<file path="config.mk">
export PLATFORM = sky130hd
export DESIGN_NAME = affine_pixel_splat_warp_top
export DESIGN_NICKNAME = d
export VERILOG_FILES = /design/src/design/apsw_pkg.sv /design/src/design/affine_pixel_splat_warp_top.sv /design/src/design/apsw_front.sv /design/src/design/apsw_queue.sv /design/src/design/apsw_back.sv
export SDC_FILE = /design/constraint.sdc
export NUM_CORES = 2
export LEC_CHECK = 0
export BUFFER_PORTS_ARGS = -buffer_cell sky130_fd_sc_hd__clkbuf_2
export CAP_MARGIN = 5
export CORE_MARGIN = 3
export CORE_UTILIZATION = 55
export DETAILED_ROUTE_END_ITERATION = 8
export GPL_TIMING_DRIVEN = 0
export PLACE_DENSITY = 0.8
export SLEW_MARGIN = 10
export SYNTH_ARGS = -nofsm -noshare
export SYNTH_HDL_FRONTEND = slang
export SYNTH_SLANG_ARGS = --single-unit
export TNS_END_PERCENT = 20
</file>
<file path="constraint.sdc">
create_clock -name i_clk -period 6.47 [get_ports i_clk]
set_input_delay 0.3235 -clock i_clk [delete_from_list [all_inputs] [get_ports i_clk]]
set_output_delay 0.3235 -clock i_clk [all_outputs]
set_load 0.02 [all_outputs]
</file>
<file path="src/design/apsw_pkg.sv">
// ----------------------------------------------------------------------------
// apsw_pkg - shared types and constants of the affine pixel splat warp
// Frame geometry, splat limits, register map and the command and
// configuration records passed between the front end, queue and write engine.
// ----------------------------------------------------------------------------
package apsw_pkg;

    // Destination frame geometry and splat limit
    localparam int unsigned DEST_WIDTH  = 1024;
    localparam int unsigned DEST_HEIGHT = 1024;
    localparam int unsigned MAX_SPLAT   = 8;

    // Fixed field widths
    localparam int unsigned ACC_W    = 48;   // Q16.32 accumulator
    localparam int unsigned FRAC_W   = 32;
    localparam int unsigned COORD_W  = ACC_W - FRAC_W;
    localparam int unsigned ADDR_W   = 20;
    localparam int unsigned COLOR_W  = 32;
    localparam int unsigned SIZE_W   = 4;    // splat size register
    localparam int unsigned SPLAT_IW = (MAX_SPLAT > 1) ? $clog2(MAX_SPLAT) : 1;

    // Configuration port
    localparam int unsigned PDATA_W   = 64;
    localparam int unsigned REG_IDX_W = 3;
    localparam int unsigned PADDR_W   = REG_IDX_W + 3;

    // Command queue depth
    localparam int unsigned Q_DEPTH = 4;
    localparam int unsigned Q_PTR_W = $clog2(Q_DEPTH);
    localparam int unsigned Q_CNT_W = $clog2(Q_DEPTH + 1);

    typedef logic [ACC_W-1:0]    t_acc;
    typedef logic [ADDR_W-1:0]   t_addr;
    typedef logic [COLOR_W-1:0]  t_color;
    typedef logic [SPLAT_IW-1:0] t_sidx;

    typedef enum logic [REG_IDX_W-1:0] {
        REG_ORIGIN_X   = 3'd0,
        REG_ORIGIN_Y   = 3'd1,
        REG_COL_STEP_X = 3'd2,
        REG_COL_STEP_Y = 3'd3,
        REG_ROW_STEP_X = 3'd4,
        REG_ROW_STEP_Y = 3'd5,
        REG_SPLAT_W    = 3'd6,
        REG_SPLAT_H    = 3'd7
    } t_reg_idx;

    // Splat extent, each dimension stored as size minus one
    typedef struct packed {
        t_sidx wm1;
        t_sidx hm1;
    } t_splat;

    // Warp map registers seen by the front end
    typedef struct packed {
        t_acc origin_x;
        t_acc origin_y;
        t_acc col_step_x;
        t_acc col_step_y;
        t_acc row_step_x;
        t_acc row_step_y;
    } t_map;

    // One in-bounds pixel: top-left destination address and its color
    typedef struct packed {
        t_addr  addr;
        t_color color;
    } t_cmd;

    // Clamp a splat size register to 1..MAX_SPLAT and return size minus one
    function automatic t_sidx splat_m1(input logic [SIZE_W-1:0] r);
        t_sidx res;
        if (r == '0) begin
            res = '0;
        end else if (r > SIZE_W'(MAX_SPLAT)) begin
            res = SPLAT_IW'(MAX_SPLAT - 1);
        end else begin
            res = SPLAT_IW'(r - 1'b1);
        end
        return res;
    endfunction

endpackage

</file>
<file path="src/design/affine_pixel_splat_warp_top.sv">
// ----------------------------------------------------------------------------
// affine_pixel_splat_warp_top - forward affine pixel splat warp
// Maps raster-order source pixels onto a destination frame and emits one
// write per cell of a splat block for every pixel that lands in bounds.
// ----------------------------------------------------------------------------
// Usage: a source pixel transfers on every cycle with push high and full low,
// so the pixel side runs at one pixel per cycle as long as the command queue
// has room. Each in-bounds pixel costs one write per splat cell in the write
// engine, one write per cycle while pop keeps the output free, which sets the
// sustained rate for larger splats; out-of-bounds pixels never reach the write
// engine. A pixel's first write passes the queue, the cell registers and the
// output register. A four-entry queue separates the two sides, so full rises
// only when the write engine falls behind. The origin registers take effect
// at the next frame start, the step and splat registers at once; write them
// only while no work is outstanding. Registers sit at byte address 8*index.
// ----------------------------------------------------------------------------
module affine_pixel_splat_warp_top (
    input  logic                             i_clk,
    input  logic                             i_rst_n,
    // pixel side
    input  logic                             push,
    output logic                             full,
    input  logic [apsw_pkg::COLOR_W-1:0]     i_pixel_color,
    input  logic                             i_end_of_row,
    input  logic                             i_end_of_frame,
    // write side
    output logic                             empty,
    input  logic                             pop,
    output logic [apsw_pkg::ADDR_W-1:0]      o_write_address,
    output logic [apsw_pkg::COLOR_W-1:0]     o_write_color,
    output logic                             o_last_write,
    // configuration
    input  logic                             psel,
    input  logic                             penable,
    input  logic                             pwrite,
    input  logic [apsw_pkg::PADDR_W-1:0]     paddr,
    input  logic [apsw_pkg::PDATA_W-1:0]     pwdata,
    output logic [apsw_pkg::PDATA_W-1:0]     prdata,
    output logic                             pready
);
    import apsw_pkg::*;

    t_acc              r_origin_x, r_origin_y;
    t_acc              r_col_step_x, r_col_step_y;
    t_acc              r_row_step_x, r_row_step_y;
    logic [SIZE_W-1:0] r_splat_w, r_splat_h;

    t_map     map;
    t_splat   splat;
    t_reg_idx reg_idx;
    logic     cfg_wr;
    logic     accept;
    logic     cmd_push, cmd_valid, cmd_pop;
    t_cmd     cmd_in, cmd_out;

    assign pready  = 1'b1;
    assign reg_idx = t_reg_idx'(paddr[PADDR_W-1:3]);
    assign cfg_wr  = psel && penable && pwrite && pready;

    // register writes complete on the access cycle
    always_ff @(posedge i_clk) begin
        if (!i_rst_n) begin
            r_origin_x   <= '0;
            r_origin_y   <= '0;
            r_col_step_x <= ACC_W'(64'h1_0000_0000);
            r_col_step_y <= '0;
            r_row_step_x <= '0;
            r_row_step_y <= ACC_W'(64'h1_0000_0000);
            r_splat_w    <= SIZE_W'(1);
            r_splat_h    <= SIZE_W'(1);
        end else if (cfg_wr) begin
            case (reg_idx)
                REG_ORIGIN_X:   r_origin_x   <= pwdata[ACC_W-1:0];
                REG_ORIGIN_Y:   r_origin_y   <= pwdata[ACC_W-1:0];
                REG_COL_STEP_X: r_col_step_x <= pwdata[ACC_W-1:0];
                REG_COL_STEP_Y: r_col_step_y <= pwdata[ACC_W-1:0];
                REG_ROW_STEP_X: r_row_step_x <= pwdata[ACC_W-1:0];
                REG_ROW_STEP_Y: r_row_step_y <= pwdata[ACC_W-1:0];
                REG_SPLAT_W:    r_splat_w    <= pwdata[SIZE_W-1:0];
                REG_SPLAT_H:    r_splat_h    <= pwdata[SIZE_W-1:0];
                default:        r_splat_h    <= r_splat_h;
            endcase
        end
    end

    // read back the addressed register, zero extended
    always_comb begin
        case (reg_idx)
            REG_ORIGIN_X:   prdata = PDATA_W'(r_origin_x);
            REG_ORIGIN_Y:   prdata = PDATA_W'(r_origin_y);
            REG_COL_STEP_X: prdata = PDATA_W'(r_col_step_x);
            REG_COL_STEP_Y: prdata = PDATA_W'(r_col_step_y);
            REG_ROW_STEP_X: prdata = PDATA_W'(r_row_step_x);
            REG_ROW_STEP_Y: prdata = PDATA_W'(r_row_step_y);
            REG_SPLAT_W:    prdata = PDATA_W'(r_splat_w);
            REG_SPLAT_H:    prdata = PDATA_W'(r_splat_h);
            default:        prdata = '0;
        endcase
    end

    always_comb begin
        map.origin_x   = r_origin_x;
        map.origin_y   = r_origin_y;
        map.col_step_x = r_col_step_x;
        map.col_step_y = r_col_step_y;
        map.row_step_x = r_row_step_x;
        map.row_step_y = r_row_step_y;
        // clamp out-of-range splat sizes to 1..MAX_SPLAT
        splat.wm1      = splat_m1(r_splat_w);
        splat.hm1      = splat_m1(r_splat_h);
    end

    // a pixel transfers whenever the queue can take a command
    assign accept = push && !full;

    apsw_front u_front (
        .i_clk          (i_clk),
        .i_rst_n        (i_rst_n),
        .i_map          (map),
        .i_splat        (splat),
        .i_accept       (accept),
        .i_pixel_color  (i_pixel_color),
        .i_end_of_row   (i_end_of_row),
        .i_end_of_frame (i_end_of_frame),
        .o_cmd_push     (cmd_push),
        .o_cmd          (cmd_in)
    );

    apsw_queue u_queue (
        .i_clk   (i_clk),
        .i_rst_n (i_rst_n),
        .i_push  (cmd_push),
        .i_cmd   (cmd_in),
        .o_full  (full),
        .i_pop   (cmd_pop),
        .o_valid (cmd_valid),
        .o_cmd   (cmd_out)
    );

    apsw_back u_back (
        .i_clk           (i_clk),
        .i_rst_n         (i_rst_n),
        .i_splat         (splat),
        .i_cmd_valid     (cmd_valid),
        .i_cmd           (cmd_out),
        .o_cmd_pop       (cmd_pop),
        .o_empty         (empty),
        .i_pop           (pop),
        .o_write_address (o_write_address),
        .o_write_color   (o_write_color),
        .o_last_write    (o_last_write)
    );

endmodule

</file>
<file path="src/design/apsw_front.sv">
// ----------------------------------------------------------------------------
// apsw_front - position tracking and bounds classification
// Keeps the Q16.32 row and pixel accumulators, truncates the current
// position toward zero, checks its splat against the frame and issues a command when it fits.
// ----------------------------------------------------------------------------
module apsw_front (
    input  logic                      i_clk,
    input  logic                      i_rst_n,
    input  apsw_pkg::t_map            i_map,
    input  apsw_pkg::t_splat          i_splat,
    input  logic                      i_accept,
    input  logic [apsw_pkg::COLOR_W-1:0] i_pixel_color,
    input  logic                      i_end_of_row,
    input  logic                      i_end_of_frame,
    output logic                      o_cmd_push,
    output apsw_pkg::t_cmd            o_cmd
);
    import apsw_pkg::*;

    logic r_frame_pending;
    t_acc r_row_x, r_row_y, r_cur_x, r_cur_y;
    t_acc eff_row_x, eff_row_y, eff_cur_x, eff_cur_y;
    t_acc n_row_x, n_row_y;

    logic               x_pos, x_frac, y_pos, y_frac;
    logic [COORD_W-1:0] px, py;
    logic               x_ok, y_ok;

    // A new frame starts from the origin registers as they stand now
    always_comb begin
        eff_row_x = r_frame_pending ? i_map.origin_x : r_row_x;
        eff_row_y = r_frame_pending ? i_map.origin_y : r_row_y;
        eff_cur_x = r_frame_pending ? i_map.origin_x : r_cur_x;
        eff_cur_y = r_frame_pending ? i_map.origin_y : r_cur_y;
        n_row_x   = eff_row_x + i_map.row_step_x;
        n_row_y   = eff_row_y + i_map.row_step_y;
    end

    // Truncation toward zero: values in (-1, 0) land on coordinate 0
    always_comb begin
        x_pos  = ~eff_cur_x[ACC_W-1];
        y_pos  = ~eff_cur_y[ACC_W-1];
        x_frac = (&eff_cur_x[ACC_W-1:FRAC_W]) && (eff_cur_x[FRAC_W-1:0] != '0);
        y_frac = (&eff_cur_y[ACC_W-1:FRAC_W]) && (eff_cur_y[FRAC_W-1:0] != '0);
        px     = x_pos ? eff_cur_x[ACC_W-1:FRAC_W] : '0;
        py     = y_pos ? eff_cur_y[ACC_W-1:FRAC_W] : '0;
        x_ok   = (x_pos || x_frac) &&
                 (({1'b0, px} + (COORD_W+1)'(i_splat.wm1)) < (COORD_W+1)'(DEST_WIDTH));
        y_ok   = (y_pos || y_frac) &&
                 (({1'b0, py} + (COORD_W+1)'(i_splat.hm1)) < (COORD_W+1)'(DEST_HEIGHT));
    end

    assign o_cmd_push  = i_accept && x_ok && y_ok;
    assign o_cmd.addr  = ADDR_W'(ADDR_W'(py) * ADDR_W'(DEST_WIDTH)) + ADDR_W'(px);
    assign o_cmd.color = i_pixel_color;

    always_ff @(posedge i_clk) begin
        if (!i_rst_n) begin
            r_frame_pending <= 1'b1;
        end else if (i_accept) begin
            r_frame_pending <= i_end_of_frame;
        end
    end

    always_ff @(posedge i_clk) begin
        if (i_accept) begin
            if (i_end_of_row && !i_end_of_frame) begin
                r_row_x <= n_row_x;
                r_row_y <= n_row_y;
                r_cur_x <= n_row_x;
                r_cur_y <= n_row_y;
            end else begin
                r_row_x <= eff_row_x;
                r_row_y <= eff_row_y;
                r_cur_x <= eff_cur_x + i_map.col_step_x;
                r_cur_y <= eff_cur_y + i_map.col_step_y;
            end
        end
    end

endmodule

</file>
<file path="src/design/apsw_queue.sv">
// ----------------------------------------------------------------------------
// apsw_queue - command queue between front end and write engine
// Small register queue so the pixel side and the write side stall apart.
// ----------------------------------------------------------------------------
module apsw_queue (
    input  logic            i_clk,
    input  logic            i_rst_n,
    input  logic            i_push,
    input  apsw_pkg::t_cmd  i_cmd,
    output logic            o_full,
    input  logic            i_pop,
    output logic            o_valid,
    output apsw_pkg::t_cmd  o_cmd
);
    import apsw_pkg::*;

    t_cmd               r_mem [Q_DEPTH];
    logic [Q_PTR_W-1:0] r_wr_ptr, r_rd_ptr;
    logic [Q_CNT_W-1:0] r_count;
    logic               do_push, do_pop;

    assign o_full  = (r_count == Q_CNT_W'(Q_DEPTH));
    assign o_valid = (r_count != '0);
    assign o_cmd   = r_mem[r_rd_ptr];
    assign do_push = i_push && !o_full;
    assign do_pop  = i_pop && o_valid;

    always_ff @(posedge i_clk) begin
        if (!i_rst_n) begin
            r_wr_ptr <= '0;
            r_rd_ptr <= '0;
            r_count  <= '0;
        end else begin
            if (do_push) begin
                r_wr_ptr <= r_wr_ptr + 1'b1;
            end
            if (do_pop) begin
                r_rd_ptr <= r_rd_ptr + 1'b1;
            end
            case ({do_push, do_pop})
                2'b10:   r_count <= r_count + 1'b1;
                2'b01:   r_count <= r_count - 1'b1;
                default: r_count <= r_count;
            endcase
        end
    end

    always_ff @(posedge i_clk) begin
        if (do_push) begin
            r_mem[r_wr_ptr] <= i_cmd;
        end
    end

endmodule

</file>
<file path="src/design/apsw_back.sv">
// ----------------------------------------------------------------------------
// apsw_back - splat write engine
// Walks each command's splat block, rows outer and columns inner, and
// presents one write per cycle through an output register, as long as the output is popped.
// ----------------------------------------------------------------------------
module apsw_back (
    input  logic                          i_clk,
    input  logic                          i_rst_n,
    input  apsw_pkg::t_splat              i_splat,
    input  logic                          i_cmd_valid,
    input  apsw_pkg::t_cmd                i_cmd,
    output logic                          o_cmd_pop,
    output logic                          o_empty,
    input  logic                          i_pop,
    output logic [apsw_pkg::ADDR_W-1:0]   o_write_address,
    output logic [apsw_pkg::COLOR_W-1:0]  o_write_color,
    output logic                          o_last_write
);
    import apsw_pkg::*;

    logic   r_busy, r_out_valid;
    t_sidx  r_u, r_v;
    t_addr  r_row_addr, r_cell_addr, r_out_addr;
    t_color r_color, r_out_color;
    logic   r_out_last;
    logic   emit, last_cell, load;

    always_comb begin
        emit      = r_busy && (!r_out_valid || i_pop);
        last_cell = (r_u == i_splat.wm1) && (r_v == i_splat.hm1);
        load      = i_cmd_valid && (!r_busy || (emit && last_cell));
    end

    assign o_cmd_pop       = load;
    assign o_empty         = !r_out_valid;
    assign o_write_address = r_out_addr;
    assign o_write_color   = r_out_color;
    assign o_last_write    = r_out_last;

    always_ff @(posedge i_clk) begin
        if (!i_rst_n) begin
            r_busy      <= 1'b0;
            r_out_valid <= 1'b0;
        end else begin
            if (emit) begin
                r_out_valid <= 1'b1;
            end else if (i_pop) begin
                r_out_valid <= 1'b0;
            end
            if (load) begin
                r_busy <= 1'b1;
            end else if (emit && last_cell) begin
                r_busy <= 1'b0;
            end
        end
    end

    always_ff @(posedge i_clk) begin
        if (emit) begin
            r_out_addr  <= r_cell_addr;
            r_out_color <= r_color;
            r_out_last  <= last_cell;
        end
        if (load) begin
            r_row_addr  <= i_cmd.addr;
            r_cell_addr <= i_cmd.addr;
            r_color     <= i_cmd.color;
            r_u         <= '0;
            r_v         <= '0;
        end else if (emit) begin
            if (r_u == i_splat.wm1) begin
                // next splat row
                r_u         <= '0;
                r_v         <= r_v + 1'b1;
                r_row_addr  <= r_row_addr + ADDR_W'(DEST_WIDTH);
                r_cell_addr <= r_row_addr + ADDR_W'(DEST_WIDTH);
            end else begin
                r_u         <= r_u + 1'b1;
                r_cell_addr <= r_cell_addr + 1'b1;
            end
        end
    end

endmodule

</file>
==> out/results.tsv <==
stage	metric	value	unit
floorplanning	core area	85900	um2
global_routing	first-pass GRT wire length	262	mm
hold_path	Hold Crit Start	pwdata[25]	
job	Max Cap Violations	0	
setup_path	RR Startpoint	u_front.r_frame_pending	
setup_path	reg-to-reg endpoint	u_front.r_cur_x[44]	
yosys	register bit total from synthesis	839	
final_layout	share of cells above drive strength 1	0.0954	
sta	Final Skew	0.0631	ns
yosys	Seq/Total Area, Yosys	0.459	
setup_path	crit path DAT	6.79	ns
detailed_routing	WL final	182	mm
clocking	# H-tree levels	3	
yosys	library cells used by synthesis	105	
floorplanning	die area	91000	um2
sta	Final Hold Viols	0	
power	static leakage	21.5	nW
final_layout	commonest non-fill, non-tap cell in the layout	nand2_1	
yosys	Post-synth EDFFs	525	
placement	dpl cells	6508	
sta	unrepaired setup endpoints after global routing	false	
placement	routability cong.	1.08	
final_layout	post-route insts no fill	6731	
yosys	share of the synthesized area in the top cell type	0.328	
setup_path	Worst Path Class, Setup	flip-flop to flip-flop	
setup_path	slowest stage cell on the critical path	clkbuf_1	
detailed_routing	post-DR vias/cell	6.42	
clocking	Clock Tree Buf Depth	3	
floorplanning	effective utilization at floorplan	0.559	
power	Pwr per Cell Area	290	nW/um2
clocking	Post-CTS Setup Bufs	0	
setup_path	CP max stage delay	0.89	ns
final_layout	FF/Latch Area	22100	um2
sta	post-route clock period utilization	0.984	
setup_path	Worst Path Max Fanout	19	
power	cell internal pwr	10.7	mW
setup_path	worst-path cell chain	buf_6, buf_4, buf_6, clkbuf_2, clkbuf_1, o21ai_0, ha_1, o211ai_1, a21o_1, a31oi_1, o21ai_0, a31oi_1, nor2_1, o32ai_1, a221oi_2, mux2i_1, o21ai_1	
global_routing	total congestion overflow	0	
hold_path	WHS Endpoint	r_col_step_y[25]	
power	Gate power share	0.206	
final_layout	Total Nets Final	5825	
floorplanning	die width	302	um
setup_path	reg2reg setup slack	0.10	ns
clocking	Num CTS Buffers	87	
clocking	CTS tree	yes	
setup_path	crit-path leading delay family	compound AO/OA/AOI/OAI gates	
sta	Sum Neg Setup Slack	0	ns
global_routing	initial antenna violation count	19	
hold_path	Worst Hold Class	input pin to flip-flop	
power	Sequential Power Share	0.456	
sta	Slew @ Worst Pin	1.42	ns
detailed_routing	DRT Pass-1 Iters	8	
run_status	status	complete, no violations	
yosys	Top FF cell, synth	edfxtp_1	
sta	max-slew violation count	0	
placement	dpl ws	-1.26	ns
clocking	worst skew pair latency	0.71	ns
setup_path	WP data required	6.89	ns
power	Sw Ratio	0.316	
detailed_routing	via count	43229	
final_layout	Final Cell Area	54100	um2
setup_path	FF-to-FF path depth	17	
global_routing	largest net degree at the start of global routing	98	
hold_path	Worst Hold Path Cells	3	
detailed_routing	DR iter-0 viols	6047	
global_routing	Total Routing Usage GR	0.390	
yosys	Post-Syn Instances	5159	
clocking	clock tree root buffer cell	clkbuf_16	
detailed_routing	Wirelength per Cell	27.0	um
final_layout	fin util	0.630	
floorplanning	die extent in y	302	um
power	switching pwr	4.97	mW
final_layout	P&R area growth vs syn	12.6	%
floorplanning	top-level I/O count	231	
placement	Cell Area, Placed	50600	um2
yosys	yosys warns	0	
yosys	top cell type by total area after synthesis	edfxtp_1	
clocking	CTS sink count	839	
power	Max rail drop VDD	336	uV
placement	post-DP HPWL	134	mm
detailed_routing	Detail Route Antenna Nets	0	
yosys	ys async rst share	0	
power	Clock power frac	0.338	
setup_path	crit path buf inv count	5	
yosys	Avg Inst Size Synth	9.32	um2
sta	Final min period	6.37	ns
sta	Final Worst Setup Slack	0.104	ns
setup_path	CP Capture Type	flip-flop	
final_layout	Fillers	7178	
placement	Buffers on Ports	188	
sta	setup violators final	0	
setup_path	CP Launch Type	flip-flop	
yosys	largest cells by area after synthesis	edfxtp_1, dfxtp_1, nand2_1	
final_layout	area of the multi-input gates	23800	um2
sta	achievable clock frequency	0.157	GHz
sta	slew margin rel.	0.0563	
floorplanning	row cnt	107	
yosys	Post-Syn Area	48100	um2
final_layout	most frequent cells in the layout	nand2_1, edfxtp_1, o21ai_0, dfxtp_1, a21boi_0	
clocking	clock slew at reported path FFs	0.06	ns
global_routing	number of global-route vias before repair	40724	
detailed_routing	drc violations	0	
## worst min-delay path, cell delays in order
cell,delay (ns)
clkbuf_2,0.17
nand2_1,0.08
a21boi_0,0.07
## logic make-up after synthesis
kind of cell	share of synthesized area
simple gates	0.149
compound gates	0.197
flops	0.459
buf+inv	0.0481
fa+ha+maj	0.0573
xor+xnor	0.0377
mux	0.0519
other cells	0.000156
## worst max-delay path by stage
stage                                  from             endpoint  depth (start not counted)
CTS                 u_front.r_frame_pending  u_front.r_row_x[47]                         20
global placement    u_front.r_frame_pending  u_queue.r_mem[1][3]                         18
detailed placement  u_front.r_frame_pending  u_front.r_cur_y[42]                         20
floorplan           u_front.r_frame_pending  u_queue.r_mem[0][0]                         18
global route        u_front.r_frame_pending   u_queue.r_count[2]                         23
finish              u_front.r_frame_pending  u_front.r_cur_x[44]                         17
## repair_timing
item,CTS,global route
hold buffers,47,0
hold endpoints to repair,167,0
endpoints found under the setup margin,339,236
gates resized for setup,12,7
## power groups by stage
stage | Clock (mW) | Sequential (mW) | Combinational [mW]
after floorplan | 0 | 7.23 | 1.86
after global placement | 0 | 7.20 | 2.83
after detailed placement | 0 | 7.19 | 2.98
after CTS | 5.27 | 7.12 | 3.10
after global routing | 5.47 | 7.19 | 3.41
final | 5.31 | 7.15 | 3.23
## cell usage after synthesis, drive strengths merged (69+ instances only)
master / number
nand2: 1094
dfxtp: 314
nand3: 69
a21o: 136
ha: 208
a21oi: 291
mux2i: 71
a21boi: 304
o21ai: 391
nor2: 207
xor2: 85
clkbuf: 219
edfxtp: 525
buf: 83
inv: 274
xnor2: 122
## metal layers
metal / track usage / up-vias / wire, um
li1: - / 19048 / -
met4: 0.238 / 22 / 14200
met2: 0.592 / 3058 / 77800
met5: 0 / - / 138
met1: 0.500 / 20377 / 68000
met3: 0.104 / 724 / 22000
## layout make-up
| class | instances | share of cell area |
|---|---|---|
| inverters | 274 | 0.0191 |
| plain buffers | 301 | 0.0241 |
| clock inverters | 46 | 0.0103 |
| multi-input cells | 3759 | 0.440 |
| well taps | 1144 | 0.0264 |
| repair buffers | 238 | 0.0272 |
| clock buffers | 117 | 0.0448 |
| flip-flops and latches | 839 | 0.407 |
| diodes | 13 | 0.000601 |
## sequential cells by signal (all words and copies together) (netlist names), 2 cells and up, named ones only
register and flops:
r_col_step_x 48, r_origin_y 48, u_back.o_write_color 32, u_front.r_row_x 48, r_origin_x 48, u_queue.r_count 3
r_splat_w 4, u_back.r_row_addr 20, r_splat_h 4, r_row_step_x 48, u_back.o_write_address 20, u_front.r_cur_x 48
u_back.r_color 32, u_queue.r_mem 208, u_back.r_cell_addr 20, u_queue.r_rd_ptr 2, r_row_step_y 48, u_queue.r_wr_ptr 2
u_front.r_cur_y 48, u_back.r_u 3, u_front.r_row_y 48, r_col_step_y 48, u_back.r_v 3
## stage by stage
stage | power (mW) | hold WS [ns]
2_1_floorplan | 9.09 | 0.400
3_3_place_gp | 10.0 | 0.400
3_5_place_dp | 10.2 | 0.405
4_1_cts | 15.5 | 0.00503
5_1_grt | 16.1 | 0.00843
6_report | 15.7 | 0.0213
Power figures use the tool's default switching activity.
